--- src/dbd_pkg.sv ---
package dbd_pkg;

   localparam int DUE_W   = 25;
   localparam int YEAR_W  = 12;
   localparam int MON_W   = 4;
   localparam int DAY_W   = 5;
   localparam int OUT_W   = 18;

   localparam int DIV_W   = 25;
   localparam int QUO_W   = 12;
   localparam int REM_W   = 14;
   localparam int DEC_W   = 7;
   localparam int Q100_W  = 6;
   localparam int Q400_W  = 4;
   localparam int CUM_W   = 9;
   localparam int PROD_W  = 21;
   localparam int PART_W  = 12;
   localparam int ACC_W   = 23;

   localparam int YEAR_DAYS = 365;

   typedef enum logic [1:0] {
      DIV_BY_10000 = 2'd0,
      DIV_BY_100   = 2'd1,
      DIV_BY_400   = 2'd2
   } div_sel_type;

   typedef struct packed {
      logic        start;
      div_sel_type sel;
   } div_ctl_type;

   function automatic logic [REM_W-1:0] div_const(input div_sel_type sel);
      logic [REM_W-1:0] val;
      unique case (sel)
         DIV_BY_10000: val = REM_W'(10000);
         DIV_BY_100:   val = REM_W'(100);
         DIV_BY_400:   val = REM_W'(400);
         default:      val = REM_W'(100);
      endcase
      return val;
   endfunction

   // days in the months before month m of a common year
   function automatic logic [CUM_W-1:0] month_cum(input logic [DEC_W-1:0] m);
      logic [CUM_W-1:0] val;
      unique case (m)
         DEC_W'(0):  val = CUM_W'(0);
         DEC_W'(1):  val = CUM_W'(0);
         DEC_W'(2):  val = CUM_W'(31);
         DEC_W'(3):  val = CUM_W'(59);
         DEC_W'(4):  val = CUM_W'(90);
         DEC_W'(5):  val = CUM_W'(120);
         DEC_W'(6):  val = CUM_W'(151);
         DEC_W'(7):  val = CUM_W'(181);
         DEC_W'(8):  val = CUM_W'(212);
         DEC_W'(9):  val = CUM_W'(243);
         DEC_W'(10): val = CUM_W'(273);
         DEC_W'(11): val = CUM_W'(304);
         DEC_W'(12): val = CUM_W'(334);
         default:    val = CUM_W'(365);
      endcase
      return val;
   endfunction

endpackage

--- src/dbd_div.sv ---
module dbd_div import dbd_pkg::*; (
   input  logic                clock,
   input  logic                reset,
   input  div_ctl_type         ctl,
   input  logic [DIV_W-1:0]    dividend,
   output logic                done,
   output logic [QUO_W-1:0]    quotient,
   output logic [REM_W-1:0]    remainder
);

   localparam int OP_W  = DIV_W - 4;
   localparam int RCP_W = 22;
   localparam int MUL_W = OP_W + RCP_W;
   // ceil(2^31 / 625) and ceil(2^17 / 25), exact over the operand ranges below
   localparam logic [RCP_W-1:0] RCP_625 = RCP_W'(3435974);
   localparam logic [RCP_W-1:0] RCP_25  = RCP_W'(5243);
   localparam int SH_625 = 31;
   localparam int SH_25  = 17;

   logic               load_ff,   load_in;
   logic               quo_ok_ff, quo_ok_in;
   logic               done_ff,   done_in;
   div_sel_type        sel_ff,    sel_in;
   logic [DIV_W-1:0]   num_ff,    num_in;
   logic [QUO_W-1:0]   quo_ff,    quo_in;
   logic [REM_W-1:0]   rem_ff,    rem_in;
   logic [OP_W-1:0]    mul_a;
   logic [RCP_W-1:0]   mul_b;
   logic [MUL_W-1:0]   mul_p;
   logic [DIV_W-1:0]   back;

   // quotient by reciprocal multiply: dividend below 2^14 for /100, below 2^12 for /400
   always_comb begin
      unique case (sel_ff)
         DIV_BY_10000: begin
            mul_a = num_ff[DIV_W-1:4];
            mul_b = RCP_625;
         end
         DIV_BY_400: begin
            mul_a = OP_W'(num_ff[11:4]);
            mul_b = RCP_25;
         end
         default: begin
            mul_a = OP_W'(num_ff[13:2]);
            mul_b = RCP_25;
         end
      endcase
      mul_p = MUL_W'(mul_a) * MUL_W'(mul_b);
      back  = DIV_W'(quo_ff) * DIV_W'(div_const(sel_ff));

      load_in   = ctl.start;
      quo_ok_in = load_ff;
      done_in   = quo_ok_ff;
      sel_in    = sel_ff;
      num_in    = num_ff;
      quo_in    = quo_ff;
      rem_in    = rem_ff;
      if (ctl.start) begin
         sel_in = ctl.sel;
         num_in = dividend;
      end
      if (load_ff) begin
         if (sel_ff == DIV_BY_10000) begin
            quo_in = mul_p[SH_625 +: QUO_W];
         end else begin
            quo_in = mul_p[SH_25 +: QUO_W];
         end
      end
      if (quo_ok_ff) begin
         rem_in = REM_W'(num_ff - back);
      end
   end

   always_ff @(posedge clock) begin
      if (reset) begin
         load_ff   <= 1'b0;
         quo_ok_ff <= 1'b0;
         done_ff   <= 1'b0;
      end else begin
         load_ff   <= load_in;
         quo_ok_ff <= quo_ok_in;
         done_ff   <= done_in;
      end
      sel_ff <= sel_in;
      num_ff <= num_in;
      quo_ff <= quo_in;
      rem_ff <= rem_in;
   end

   assign done      = done_ff;
   assign quotient  = quo_ff;
   assign remainder = rem_ff;

endmodule

--- src/days_between_dates_top.sv ---
// Channel   | Ports                                            | Handshake
// ----------+--------------------------------------------------+---------------------
// request   | req_due_date_packed, req_today_year/_month/_day  | start && !busy
// response  | rsp_overdue_days                                 | rsp_valid, one cycle
//
// Busy stays high from accept until the rsp_valid strobe and falls in the strobe cycle.
// The shared reciprocal divider runs six divisions in turn: the due year, the due
// month/day, then year/100 and year/400 for each date.
// Synchronous active-high reset returns to idle with no response pending.
// The receiver cannot stall; a new request may be taken in the strobe cycle.
module days_between_dates_top import dbd_pkg::*; (
   input  logic                     clock,
   input  logic                     reset,
   input  logic                     start,
   output logic                     busy,
   input  logic [DUE_W-1:0]         req_due_date_packed,
   input  logic [YEAR_W-1:0]        req_today_year,
   input  logic [MON_W-1:0]         req_today_month,
   input  logic [DAY_W-1:0]         req_today_day,
   output logic                     rsp_valid,
   output logic signed [OUT_W-1:0]  rsp_overdue_days
);

   typedef enum logic [8:0] {
      S_IDLE   = 9'b000000001,
      S_DIV_Y  = 9'b000000010,
      S_DIV_MD = 9'b000000100,
      S_DIV_C  = 9'b000001000,
      S_DIV_Q  = 9'b000010000,
      S_MUL    = 9'b000100000,
      S_ACC1   = 9'b001000000,
      S_ACC2   = 9'b010000000,
      S_FIN    = 9'b100000000
   } state_type;

   localparam int OUT_MAX = 2 ** (OUT_W - 1) - 1;
   localparam int OUT_MIN = -(2 ** (OUT_W - 1));
   localparam logic signed [ACC_W-1:0] ACC_HI = ACC_W'(OUT_MAX);
   localparam logic signed [ACC_W-1:0] ACC_LO = ACC_W'(OUT_MIN);

   state_type                 state_ff, state_in;
   logic                      due_pass_ff, due_pass_in;
   logic [YEAR_W-1:0]         ty_ff, ty_in;
   logic [MON_W-1:0]          tm_ff, tm_in;
   logic [DAY_W-1:0]          td_ff, td_in;
   logic [YEAR_W-1:0]         cur_y_ff, cur_y_in;
   logic [DEC_W-1:0]          cur_m_ff, cur_m_in;
   logic [DEC_W-1:0]          cur_d_ff, cur_d_in;
   logic [Q100_W-1:0]         q100_ff, q100_in;
   logic                      nz100_ff, nz100_in;
   logic [Q400_W-1:0]         q400_ff, q400_in;
   logic                      z400_ff, z400_in;
   logic [PROD_W-1:0]         prod_ff, prod_in;
   logic [PART_W-1:0]         part_ff, part_in;
   logic signed [ACC_W-1:0]   acc_ff, acc_in;
   logic                      rsp_valid_ff, rsp_valid_in;
   logic signed [OUT_W-1:0]   rsp_days_ff, rsp_days_in;

   div_ctl_type               div_ctl;
   logic [DIV_W-1:0]          div_dividend;
   logic                      div_done;
   logic [QUO_W-1:0]          div_quo;
   logic [REM_W-1:0]          div_rem;

   logic [YEAR_W:0]           y_plus3;
   logic                      leap;

   dbd_div u_div (
      .clock     (clock),
      .reset     (reset),
      .ctl       (div_ctl),
      .dividend  (div_dividend),
      .done      (div_done),
      .quotient  (div_quo),
      .remainder (div_rem)
   );

   always_comb begin
      state_in     = state_ff;
      due_pass_in  = due_pass_ff;
      ty_in        = ty_ff;
      tm_in        = tm_ff;
      td_in        = td_ff;
      cur_y_in     = cur_y_ff;
      cur_m_in     = cur_m_ff;
      cur_d_in     = cur_d_ff;
      q100_in      = q100_ff;
      nz100_in     = nz100_ff;
      q400_in      = q400_ff;
      z400_in      = z400_ff;
      prod_in      = prod_ff;
      part_in      = part_ff;
      acc_in       = acc_ff;
      rsp_valid_in = 1'b0;
      rsp_days_in  = rsp_days_ff;
      div_ctl.start = 1'b0;
      div_ctl.sel   = DIV_BY_100;
      div_dividend  = DIV_W'(cur_y_ff);
      y_plus3 = {1'b0, cur_y_ff} + (YEAR_W + 1)'(3);
      leap    = ((cur_y_ff[1:0] == 2'b00) && nz100_ff) || z400_ff;

      unique case (state_ff)
         S_IDLE: begin
            if (start) begin
               ty_in         = req_today_year;
               tm_in         = req_today_month;
               td_in         = req_today_day;
               acc_in        = '0;
               due_pass_in   = 1'b1;
               div_ctl.start = 1'b1;
               div_ctl.sel   = DIV_BY_10000;
               div_dividend  = req_due_date_packed;
               state_in      = S_DIV_Y;
            end
         end
         S_DIV_Y: begin
            if (div_done) begin
               cur_y_in      = div_quo;
               div_ctl.start = 1'b1;
               div_ctl.sel   = DIV_BY_100;
               div_dividend  = DIV_W'(div_rem);
               state_in      = S_DIV_MD;
            end
         end
         S_DIV_MD: begin
            if (div_done) begin
               cur_m_in      = div_quo[DEC_W-1:0];
               cur_d_in      = div_rem[DEC_W-1:0];
               div_ctl.start = 1'b1;
               div_ctl.sel   = DIV_BY_100;
               div_dividend  = DIV_W'(cur_y_ff);
               state_in      = S_DIV_C;
            end
         end
         S_DIV_C: begin
            if (div_done) begin
               q100_in       = div_quo[Q100_W-1:0];
               nz100_in      = (div_rem != '0);
               div_ctl.start = 1'b1;
               div_ctl.sel   = DIV_BY_400;
               div_dividend  = DIV_W'(cur_y_ff);
               state_in      = S_DIV_Q;
            end
         end
         S_DIV_Q: begin
            if (div_done) begin
               q400_in  = div_quo[Q400_W-1:0];
               z400_in  = (div_rem == '0);
               state_in = S_MUL;
            end
         end
         S_MUL: begin
            // leap days before the year: ceil(y/4) - ceil(y/100) + ceil(y/400)
            prod_in = PROD_W'(cur_y_ff) * PROD_W'(YEAR_DAYS);
            part_in = PART_W'(y_plus3[YEAR_W:2])
                    - PART_W'(q100_ff) - PART_W'(nz100_ff)
                    + PART_W'(q400_ff) + PART_W'(!z400_ff)
                    + PART_W'(month_cum(cur_m_ff))
                    + PART_W'(leap && (cur_m_ff >= DEC_W'(3)))
                    + PART_W'(cur_d_ff);
            state_in = S_ACC1;
         end
         S_ACC1: begin
            if (due_pass_ff) begin
               acc_in = acc_ff - ACC_W'(prod_ff);
            end else begin
               acc_in = acc_ff + ACC_W'(prod_ff);
            end
            state_in = S_ACC2;
         end
         S_ACC2: begin
            if (due_pass_ff) begin
               acc_in        = acc_ff - ACC_W'(part_ff);
               due_pass_in   = 1'b0;
               cur_y_in      = ty_ff;
               cur_m_in      = DEC_W'(tm_ff);
               cur_d_in      = DEC_W'(td_ff);
               div_ctl.start = 1'b1;
               div_ctl.sel   = DIV_BY_100;
               div_dividend  = DIV_W'(ty_ff);
               state_in      = S_DIV_C;
            end else begin
               acc_in   = acc_ff + ACC_W'(part_ff);
               state_in = S_FIN;
            end
         end
         S_FIN: begin
            rsp_valid_in = 1'b1;
            if (acc_ff > ACC_HI) begin
               rsp_days_in = OUT_W'(OUT_MAX);
            end else if (acc_ff < ACC_LO) begin
               rsp_days_in = OUT_W'(OUT_MIN);
            end else begin
               rsp_days_in = acc_ff[OUT_W-1:0];
            end
            state_in = S_IDLE;
         end
         default: begin
            state_in = S_IDLE;
         end
      endcase
   end

   always_ff @(posedge clock) begin
      if (reset) begin
         state_ff     <= S_IDLE;
         rsp_valid_ff <= 1'b0;
      end else begin
         state_ff     <= state_in;
         rsp_valid_ff <= rsp_valid_in;
      end
      due_pass_ff <= due_pass_in;
      ty_ff       <= ty_in;
      tm_ff       <= tm_in;
      td_ff       <= td_in;
      cur_y_ff    <= cur_y_in;
      cur_m_ff    <= cur_m_in;
      cur_d_ff    <= cur_d_in;
      q100_ff     <= q100_in;
      nz100_ff    <= nz100_in;
      q400_ff     <= q400_in;
      z400_ff     <= z400_in;
      prod_ff     <= prod_in;
      part_ff     <= part_in;
      acc_ff      <= acc_in;
      rsp_days_ff <= rsp_days_in;
   end

   assign busy             = (state_ff != S_IDLE);
   assign rsp_valid        = rsp_valid_ff;
   assign rsp_overdue_days = rsp_days_ff;

endmodule

--- config.mk ---
export PLATFORM = sky130hd
export DESIGN_NAME = days_between_dates_top
export DESIGN_NICKNAME = d
export VERILOG_FILES = /design/src/dbd_pkg.sv /design/src/dbd_div.sv /design/src/days_between_dates_top.sv
export SDC_FILE = /design/constraint.sdc
export NUM_CORES = 1
export LEC_CHECK = 0
export BUFFER_PORTS_ARGS = -buffer_cell sky130_fd_sc_hd__buf_2
export CORE_MARGIN = 2
export CORE_UTILIZATION = 55
export CTS_BUF_LIST = sky130_fd_sc_hd__clkbuf_16
export CTS_CLUSTER_DIAMETER = 50
export DETAILED_ROUTE_END_ITERATION = 10
export PLACE_DENSITY = 0.72
export SYNTH_ARGS = -nofsm -noshare
export SYNTH_HDL_FRONTEND = slang
export SYNTH_SLANG_ARGS = --single-unit
--- constraint.sdc ---
create_clock -name clock -period 9.4 [get_ports clock]
set_input_delay 0.94 -clock clock [delete_from_list [all_inputs] [get_ports clock]]
set_output_delay 0.94 -clock clock [all_outputs]
set_load 0.05 [all_outputs]
==> flow_summary.ini, run 1 <==
[grt]
grt_pass1_vias = 19015
grt-ovfl-total = 0
antenna_found_initial = 0
grtUsageMet1 = 0.328
grt_util_met2 = 0.470
grt_pass1_wl_um = 98400
gr-usage-all-layers = 0.265
grt_max_degree = 55
use_met3 = 0.0364
grt_busiest_layer = met2

[timing]
tns_ns = 0
slew_headroom = 0.174
timing.final.ws_setup_ns = 1.27
drv_slew = 0
rsz0062_at_grt = no
worst_hold_slack_ns = 0.498
finalCritPeriodShare = 0.865
min_period_ns = 8.13
fmax_mhz = 123
finalClockSkew_ns = 0.0227
tightest_slew_ns = 1.23
finalSetupViolCount = 0
finalHoldViolCount = 0

[floorplan]
die_w_um = 220
design.die.area_mm2 = 0.0482
row_count = 78
coreArea_mm2 = 0.0456
ios = 69
start_util = 0.560
fp.dieH_um = 220

[flow_run]
max_cap_viol_count = 0

[synth]
yosysSeqAreaShare = 0.237
synth_xor_area_frac = 0.0432
ys_async_sr_fraction = 0
yosysUniqueCellTypes = 70
synth_flop_cell = edfxtp_1
yosys-mux-area-fraction = 0.00833
syn_area_per_cell_um2 = 10.1
synth_top_family_by_area = adder cells
synth_compound_area_frac = 0.0809
yosys.area.top_type = fa_1
ys.warnings.count = 0
synthSimpleGateAreaFrac = 0.103
synthAdderAreaFrac = 0.439
syn_area_mm2 = 0.0255
ys_ff_latch = 209
synthCells = 2522
yosysTopAreaCellShare = 0.254
yosys-top-cells-area = fa_1 (25%), edfxtp_1 (22%), ha_1 (18%)
synth_edf_count = 187

[route]
first_pass_iters = 6
via_per_inst = 5.48
drtIter0Drc = 1110
wl_per_cell_um = 18.8
vias = 17801
antenna_left = 0
finalWirelength_um = 61100
route.detailed.drc = 0

[placement]
port_buffers = 68
placed_cells = 3181
dpl.hpwl_um = 50600
place.gp.congestion = 0.947
place_ws_ns = 1.34

[clocking]
clkTransAtPathRegs_ns = 0.05
clock_latency_ns = 0.55
cts_buffers = 36
clk_path_buf_depth = 3
cts_max_level = 2
numClockSinks = 209
ctsHoldBuffers = 0
cts_tree = yes
cts_root_buffer = clkbuf_16
postCtsSetupBuffers = 0
ctsResizeCount = 0

[run_status]
status = finished clean

[setup_path]
crit_path_frequent_cell = fa_1
cpPeakStageDelay_ns = 0.57
path_max_fanout = 26
critPathSlowestCell = fa_1
crit_arrival_ns = 8.41
crit_path_start_kind = flop
required_ns = 9.68
worstSetupEndpointType = flop
path_class = reg2reg

[cells_and_area]
antennaDiodeCount = 0
fin_cells = 3247
drive_above_1_share = 0.0669
area_growth_pct = 9.26
final_nets = 3369

[min_path]
hold_class = reg2reg
[sequential cells by signal, indices dropped and copies added (netlist names), 2 cells and up, named ones only]
name	flops
acc_ff	23
cur_d_ff	7
cur_m_ff	7
cur_y_ff	12
part_ff	12
prod_ff	21
q100_ff	6
q400_ff	4
rsp_overdue_days	18
state_ff	9
td_ff	5
tm_ff	4
ty_ff	12
u_div.num_ff	25
u_div.quotient	12
u_div.remainder	14
u_div.sel_ff	2
[cells by family (layout without fill, tap and decap cells)]
logic type	count (synthesis)	in the layout
fa+ha+maj	701	701
buf+inv	600	691
simple gates	547	547
compound gates	320	320
flops	209	209
xor+xnor	126	126
mux	17	17
other cells	2	36
[cell usage in the layout, fill, tap and decap left out, types with 22 or more instances in the layout]
cell       Yosys  routed
xnor2_1       72      72
conb_1         2      36
o21a_1        22      22
clkbuf_16      0      36
xor2_1        54      54
nor2_1       128     126
ha_1         377     377
o21ai_0       71      70
and2_1        41      41
nand2b_1      25      25
a21o_1        45      45
nand2_1      179     179
dfxtp_1       22      22
a21oi_1       93      93
nor3_1        43      43
buf_2          4      68
inv_1        542     544
edfxtp_1     187     187
nand3_1       22      22
fa_1         324     324
nor2b_1       22      22
[metal layers]
| metal | wire length [um] | share of wire |
|---|---|---|
| met1 | 25100 | 0.41 |
| met3 | 2770 | 0.045 |
| met5 | 0 | 0 |
| met2 | 30800 | 0.51 |
| met4 | 2320 | 0.038 |
[final timing paths]
kind | from | endpoint | slack, ns | cells after the start
worst max register to register | u_div.sel_ff[1]$_DFFE_PP_ | u_div.quotient[10]$_DFFE_PP_ | 1.27 | 26
worst max-delay path | u_div.sel_ff[1]$_DFFE_PP_ | u_div.quotient[10]$_DFFE_PP_ | 1.27 | 26
worst min-delay path | state_ff[6]$_SDFFE_PP0P_ | state_ff[7]$_SDFFE_PP0P_ | 0.50 | 2
worst min register to register | state_ff[6]$_SDFFE_PP0P_ | state_ff[7]$_SDFFE_PP0P_ | 0.50 | 2
[stage by stage]
| step | cell area [um2] | utilization |
|---|---|---|
| finish | 27900 | 0.612 |
| global route | 27900 | 0.612 |
| CTS | 27900 | 0.612 |
| detailed placement | 26700 | 0.585 |
| global placement | 26700 | 0.585 |
| floorplan | 25700 | - |
[final cells by class]
| class | count | area [um2] |
|---|---|---|
| Tap cell | 600 | 751 |
| Sequential cell | 209 | 6060 |
| Inverter | 543 | 2040 |
| Fill cell | 3761 | 17700 |
| Timing Repair Buffer | 82 | 445 |
| Clock inverter | 30 | 343 |
| Clock buffer | 36 | 901 |
| Multi-Input combinational cell | 1747 | 17400 |
[critical path: cells and delay by family (launching register included)]
family	cells	cell delay, ns
flip-flops	1	0.54
buffers and inverters	6	0.85
AND/OR/NAND/NOR	6	0.93
adder cells (fa/ha/maj)	8	3.81
AO/OA/AOI/OAI	6	1.70
[synthesized netlist by cell type, types with 4 or more instances]
master / n
dfxtp_1: 22
nand2_1: 179
a211oi_1: 8
buf_2: 4
clkbuf_1: 49
o21bai_1: 8
or3_1: 11
or2_2: 13
nand2b_1: 25
a31oi_1: 14
o21a_1: 22
fa_1: 324
nor2_1: 128
o31ai_1: 6
a222oi_1: 12
xnor2_1: 72
ha_1: 377
nor3b_1: 6
nor2b_1: 22
and3_1: 14
nor3_1: 43
o21ai_0: 71
a211o_1: 4
edfxtp_1: 187
a21o_1: 45
inv_1: 542
mux2_2: 4
mux2i_1: 10
o211ai_1: 5
and2_1: 41
xor2_1: 54
nand3_1: 22
a21oi_1: 93
nand4_1: 9
nor4_1: 14
Power of run 1 is left out: the tool's default activity adds up to more than one toggle a clock period on the data nets, which glitch-free logic cannot reach.
==> inputs of run 2 (changes only) <==
- GPL_TIMING_DRIVEN: unset -> 0
==> run 2 against run 1 <==
Routed wire length about the same. Worst hold slack improved by 0.0079 ns. Design area about the same. Core utilization about the same. Clock skew increased by 0.00068 ns. Non-clock buffer count increased by 48. Sequential share of layout area about the same. Critical path depth increased by 1. Clock-buffer cell count decreased by 6. Critical path type unchanged.
==> flow_summary.ini, run 2 (synthesized netlist as in run 1, its figures left out) <==
[timing]
finalSetupViolCount = 0
tightest_slew_ns = 0.981
tns_ns = 0
drv_slew = 0
rsz0062_at_grt = no
finalCritPeriodShare = 0.964
fmax_mhz = 110
slew_headroom = 0.346
finalHoldViolCount = 0
min_period_ns = 9.06
finalClockSkew_ns = 0.0234

[clocking]
cts_root_buffer = clkbuf_16
clkTransAtPathRegs_ns = 0.06
cts_tree = yes
cts_max_level = 1
clock_latency_ns = 0.59
numClockSinks = 209
cts_buffers = 30
clk_path_buf_depth = 3

[cells_and_area]
multi_input_area_mm2 = 0.0174
area_growth_pct = 9.18
final_nets = 3411
register_area_mm2 = 0.00606
largest_registers = u_div.num_ff: 25 flops, acc_ff: 23 flops, prod_ff: 21 flops
regMostFlops = u_div.num_ff
final_cell_mix = inv_1 (544), ha_1 (377), fa_1 (324), edfxtp_1 (187), nand2_1 (179)
largest_reg_flops = 25
layout_commonest_cell = inv_1
drive_above_1_share = 0.0629
fillers = 3740

[grt]
grt_pass1_wl_um = 98100
antenna_found_initial = 2
grt_max_degree = 34
grt-ovfl-total = 0
gr-usage-all-layers = 0.262
grt_pass1_vias = 19113

[setup_path]
cpPeakStageDelay_ns = 0.54
required_ns = 9.75
r2r-start = u_div.sel_ff[0]$_DFFE_PP_
crit_arrival_ns = 9.41
path_class = reg2reg
path_max_fanout = 10
setup.worst_path.start = u_div.sel_ff[0]$_DFFE_PP_
crit_buf_inv = 8
critPathSlowestCell = fa_1
crit_family = adder cells
crit_path_frequent_cell = fa_1
worstSetupEndpointType = flop
crit_path_start_kind = flop

[route]
via_per_inst = 5.49
wl_per_cell_um = 18.6
wl_met1_um = 24900
wl_met2_um = 30100
finalWirelength_um = 61000
antenna_left = 0
drtIter0Drc = 1273
route.detailed.drc = 0
wl_met3_um = 3220
first_pass_iters = 5
vias = 18024
highest_layer = met4

[floorplan]
coreArea_mm2 = 0.0456
start_util = 0.560
row_count = 78
die_w_um = 220
fp.dieH_um = 220
ios = 69
design.die.area_mm2 = 0.0482

[placement]
place.gp.congestion = 0.952
dpl.hpwl_um = 51600
port_buffers = 68

[min_path]
hp-start = state_ff[6]$_SDFFE_PP0P_
hold_class = reg2reg

[flow_run]
max_cap_viol_count = 0

[run_status]
status = finished clean
==> run 2: changes by cell type in the layout (fill, tap and decap cells not counted), sizes merged <==
cell,previous run,this run
clkbuf,36,79
bufinv,5,3
inv,553,551
buf,82,81
clkinv,13,14
clkinvlp,2,1
diode,0,1
==> run 2: path summary, 6_finish.rpt <==
kind	endpoint	slack, ns	cells past startpoint
worst max-delay path	u_div.quotient[6]$_DFFE_PP_	0.34	27
worst min-delay path	state_ff[7]$_SDFFE_PP0P_	0.51	2
worst max register to register	u_div.quotient[6]$_DFFE_PP_	0.34	27
worst min register to register	state_ff[7]$_SDFFE_PP0P_	0.51	2
==> run 2: through the flow <==
stage / util / instance area (um2) / hold slack (ns) / setup WS [ns] / instances
6_report: 0.612 / 27900 / 0.506 / 0.335 / 3286
3_3_place_gp: 0.587 / 26800 / 0.476 / -0.626 / 3224
3_5_place_dp: 0.589 / 26800 / 0.495 / -0.608 / 3228
5_1_grt: 0.612 / 27900 / 0.508 / 0.0777 / 3285
4_1_cts: 0.611 / 27800 / 0.497 / 0.0597 / 3284
2_1_floorplan: - / 25700 / 0.459 / 1.88 / 2556
==> run 2: cell type report <==
| type | count | area share |
|---|---|---|
| clock inverters | 26 | 0.00920 |
| inverters | 543 | 0.0731 |
| clock buffers | 30 | 0.0269 |
| well taps | 600 | 0.0269 |
| multi-input cells | 1747 | 0.623 |
| repair buffers | 73 | 0.0150 |
| flip-flops and latches | 209 | 0.217 |
| diodes | 1 | 0.0000897 |
| plain buffers | 57 | 0.00834 |
==> run 2: metal layers <==
metal | vias up | track usage
met5 | - | 0
met3 | 155 | 0.0402
met2 | 539 | 0.458
met4 | 0 | 0.105
li1 | 8472 | -
met1 | 8858 | 0.325
==> run 2: timing repair <==
action / 4_1_cts / 5_1_grt
setup buffers: 0 / 0
resized for setup: 5 / 5
gates cloned: 0 / 0
hold buffers: 0 / 0
endpoints found under the setup margin: 12 / 9
==> run 2: worst register-to-register path, cell delays in order (launching register included) <==
cell      delay, ns
edfxtp_1       0.53
clkbuf_2       0.31
nor2_4         0.26
clkbuf_2       0.36
clkbuf_2       0.43
nand2_1        0.18
inv_1          0.28
fa_1           0.52
fa_1           0.53
inv_1          0.06
fa_1           0.53
inv_1          0.06
fa_1           0.46
ha_1           0.34
fa_1           0.54
inv_1          0.06
fa_1           0.52
inv_1          0.04
ha_1           0.28
and4_1         0.18
o21ai_0        0.10
a211oi_2       0.39
a2111o_1       0.40
nand2_2        0.16
a2111o_1       0.49
and3_1         0.21
or3_1          0.30
a31oi_1        0.34
Power of run 2 is left out for the same reason.
==> inputs of run 3 (changes only) <==
- PLACE_DENSITY: 0.72 -> 0.74
- clock period: 9.4 -> 8.22 ns (I/O delays scaled with it)
==> run 3 against run 2 <==
Design area grew 0.87%. Worst hold slack lost 0.061 ns. Sequential cell count is the same. Setup slack gained 0.033 ns. Critical path depth is the same. Clock-buffer cell count grew 6. Register-to-register slack gained 0.03 ns. Clock skew shrank 0.0033 ns. Global-route usage grew 0.25 points. Non-clock buffer count grew 4. Maximum frequency grew 15%.
==> flow_summary.ini, run 3 (synthesized netlist as in run 1, its figures left out) <==
[placement]
dpl.hpwl_um = 50800
place.gp.congestion = 0.970
port_buffers = 68
dpl_cell_area_mm2 = 0.0268
placed_cells = 3228

[cells_and_area]
largest_reg_flops = 25
final_cell_mix = inv_1 (539), ha_1 (377), fa_1 (324), edfxtp_1 (187), nand2_1 (179)
fillers = 3724
antennaDiodeCount = 0
fin_area_mm2 = 0.0281
regMostFlops = u_div.num_ff
fin_cells = 3295
area_growth_pct = 10.1
largest_registers = u_div.num_ff: 25 flops, acc_ff: 23 flops, prod_ff: 21 flops
drive_above_1_share = 0.0724
final_nets = 3419
layout_commonest_cell = inv_1

[clocking]
clk_path_buf_depth = 3
clock_latency_ns = 0.55
numClockSinks = 209
cts_buffers = 34
cts_max_level = 2
clkTransAtPathRegs_ns = 0.06
cts_root_buffer = clkbuf_16
cts_tree = yes

[setup_path]
crit_path_start_kind = flop
path_max_fanout = 10
required_ns = 8.59
path_class = reg2reg
worstSetupEndpointType = flop
crit_arrival_ns = 8.22

[grt]
grt_pass1_vias = 18983
antenna_found_initial = 1
grt_pass1_wl_um = 98000
grt_max_degree = 34
grt-ovfl-total = 0
gr-usage-all-layers = 0.264

[timing]
drv_slew = 0
worst_hold_slack_ns = 0.445
slew_headroom = 0.136
min_period_ns = 7.85
rsz0062_at_grt = no
fmax_mhz = 127
finalHoldViolCount = 0
finalClockSkew_ns = 0.0200
finalSetupViolCount = 0
tightest_slew_ns = 1.30
finalCritPeriodShare = 0.955

[route]
wl_per_cell_um = 18.6
drtIter0Drc = 1257
route.detailed.drc = 0
antenna_left = 0
finalWirelength_um = 61300
via_per_inst = 5.55
first_pass_iters = 8
vias = 18292

[floorplan]
coreArea_mm2 = 0.0456
start_util = 0.560
row_count = 78
design.die.area_mm2 = 0.0482
fp.dieH_um = 220
die_w_um = 220
ios = 69

[min_path]
hold_class = in2reg

[run_status]
status = finished clean

[flow_run]
max_cap_viol_count = 0
-- run 3: cell type report --
type	instances	area, um2	share of cell area
Buffer	56	256	0.00912
Clock buffer	36	901	0.0320
Clock inverter	26	287	0.0102
Inverter	543	2040	0.0725
Multi-Input combinational cell	1747	17400	0.619
Sequential cell	209	6060	0.215
Tap cell	600	751	0.0267
Timing Repair Buffer	78	427	0.0152
-- run 3: final timing paths --
path	start	endpoint	slack, ns	cells past startpoint
max	u_div.sel_ff[0]$_DFFE_PP_	u_div.quotient[6]$_DFFE_PP_	0.37	27
min	req_today_year[4]	ty_ff[4]$_DFFE_PP_	0.44	1
max reg2reg	u_div.sel_ff[0]$_DFFE_PP_	u_div.quotient[6]$_DFFE_PP_	0.37	27
min reg2reg	state_ff[6]$_SDFFE_PP0P_	state_ff[7]$_SDFFE_PP0P_	0.51	2
-- run 3: metal layers --
metal,global-route usage,part of all wire
met1,0.334,0.41
met2,0.463,0.50
met3,0.0374,0.060
met4,0.0946,0.035
met5,0,0
-- run 3: critical path, cell delays in order, from the launching register on --
cell      delay (ns)
edfxtp_1        0.47
buf_4           0.23
nor2_4          0.22
buf_6           0.21
buf_6           0.20
nand2_1         0.15
inv_4           0.15
fa_1            0.46
fa_1            0.53
inv_1           0.06
fa_1            0.53
inv_1           0.06
fa_1            0.46
ha_1            0.33
fa_1            0.53
inv_1           0.06
fa_1            0.52
inv_1           0.04
ha_1            0.29
and4_1          0.18
o21ai_0         0.09
a211oi_2        0.29
a2111o_1        0.28
nand2_2         0.13
a2111o_1        0.45
and3_1          0.20
or3_1           0.34
a31oi_2         0.19
-- run 3: repair_timing --
action	CTS	global route
resized for setup	19	21
setup buffers	2	4
pin swaps	1	2
hold buffers	0	0
setup endpoints to repair	12	11
-- run 3: metrics by stage --
step	setup slack (ns)	setup TNS (ns)	utilization
after floorplan	0.698	0	-
after global placement	-1.55	-15.91	0.587
after detailed placement	-1.77	-17.85	0.589
after CTS	0.0958	0	0.616
after global routing	0.0158	0	0.617
final	0.368	0	0.617
Power of run 3 is left out for the same reason.
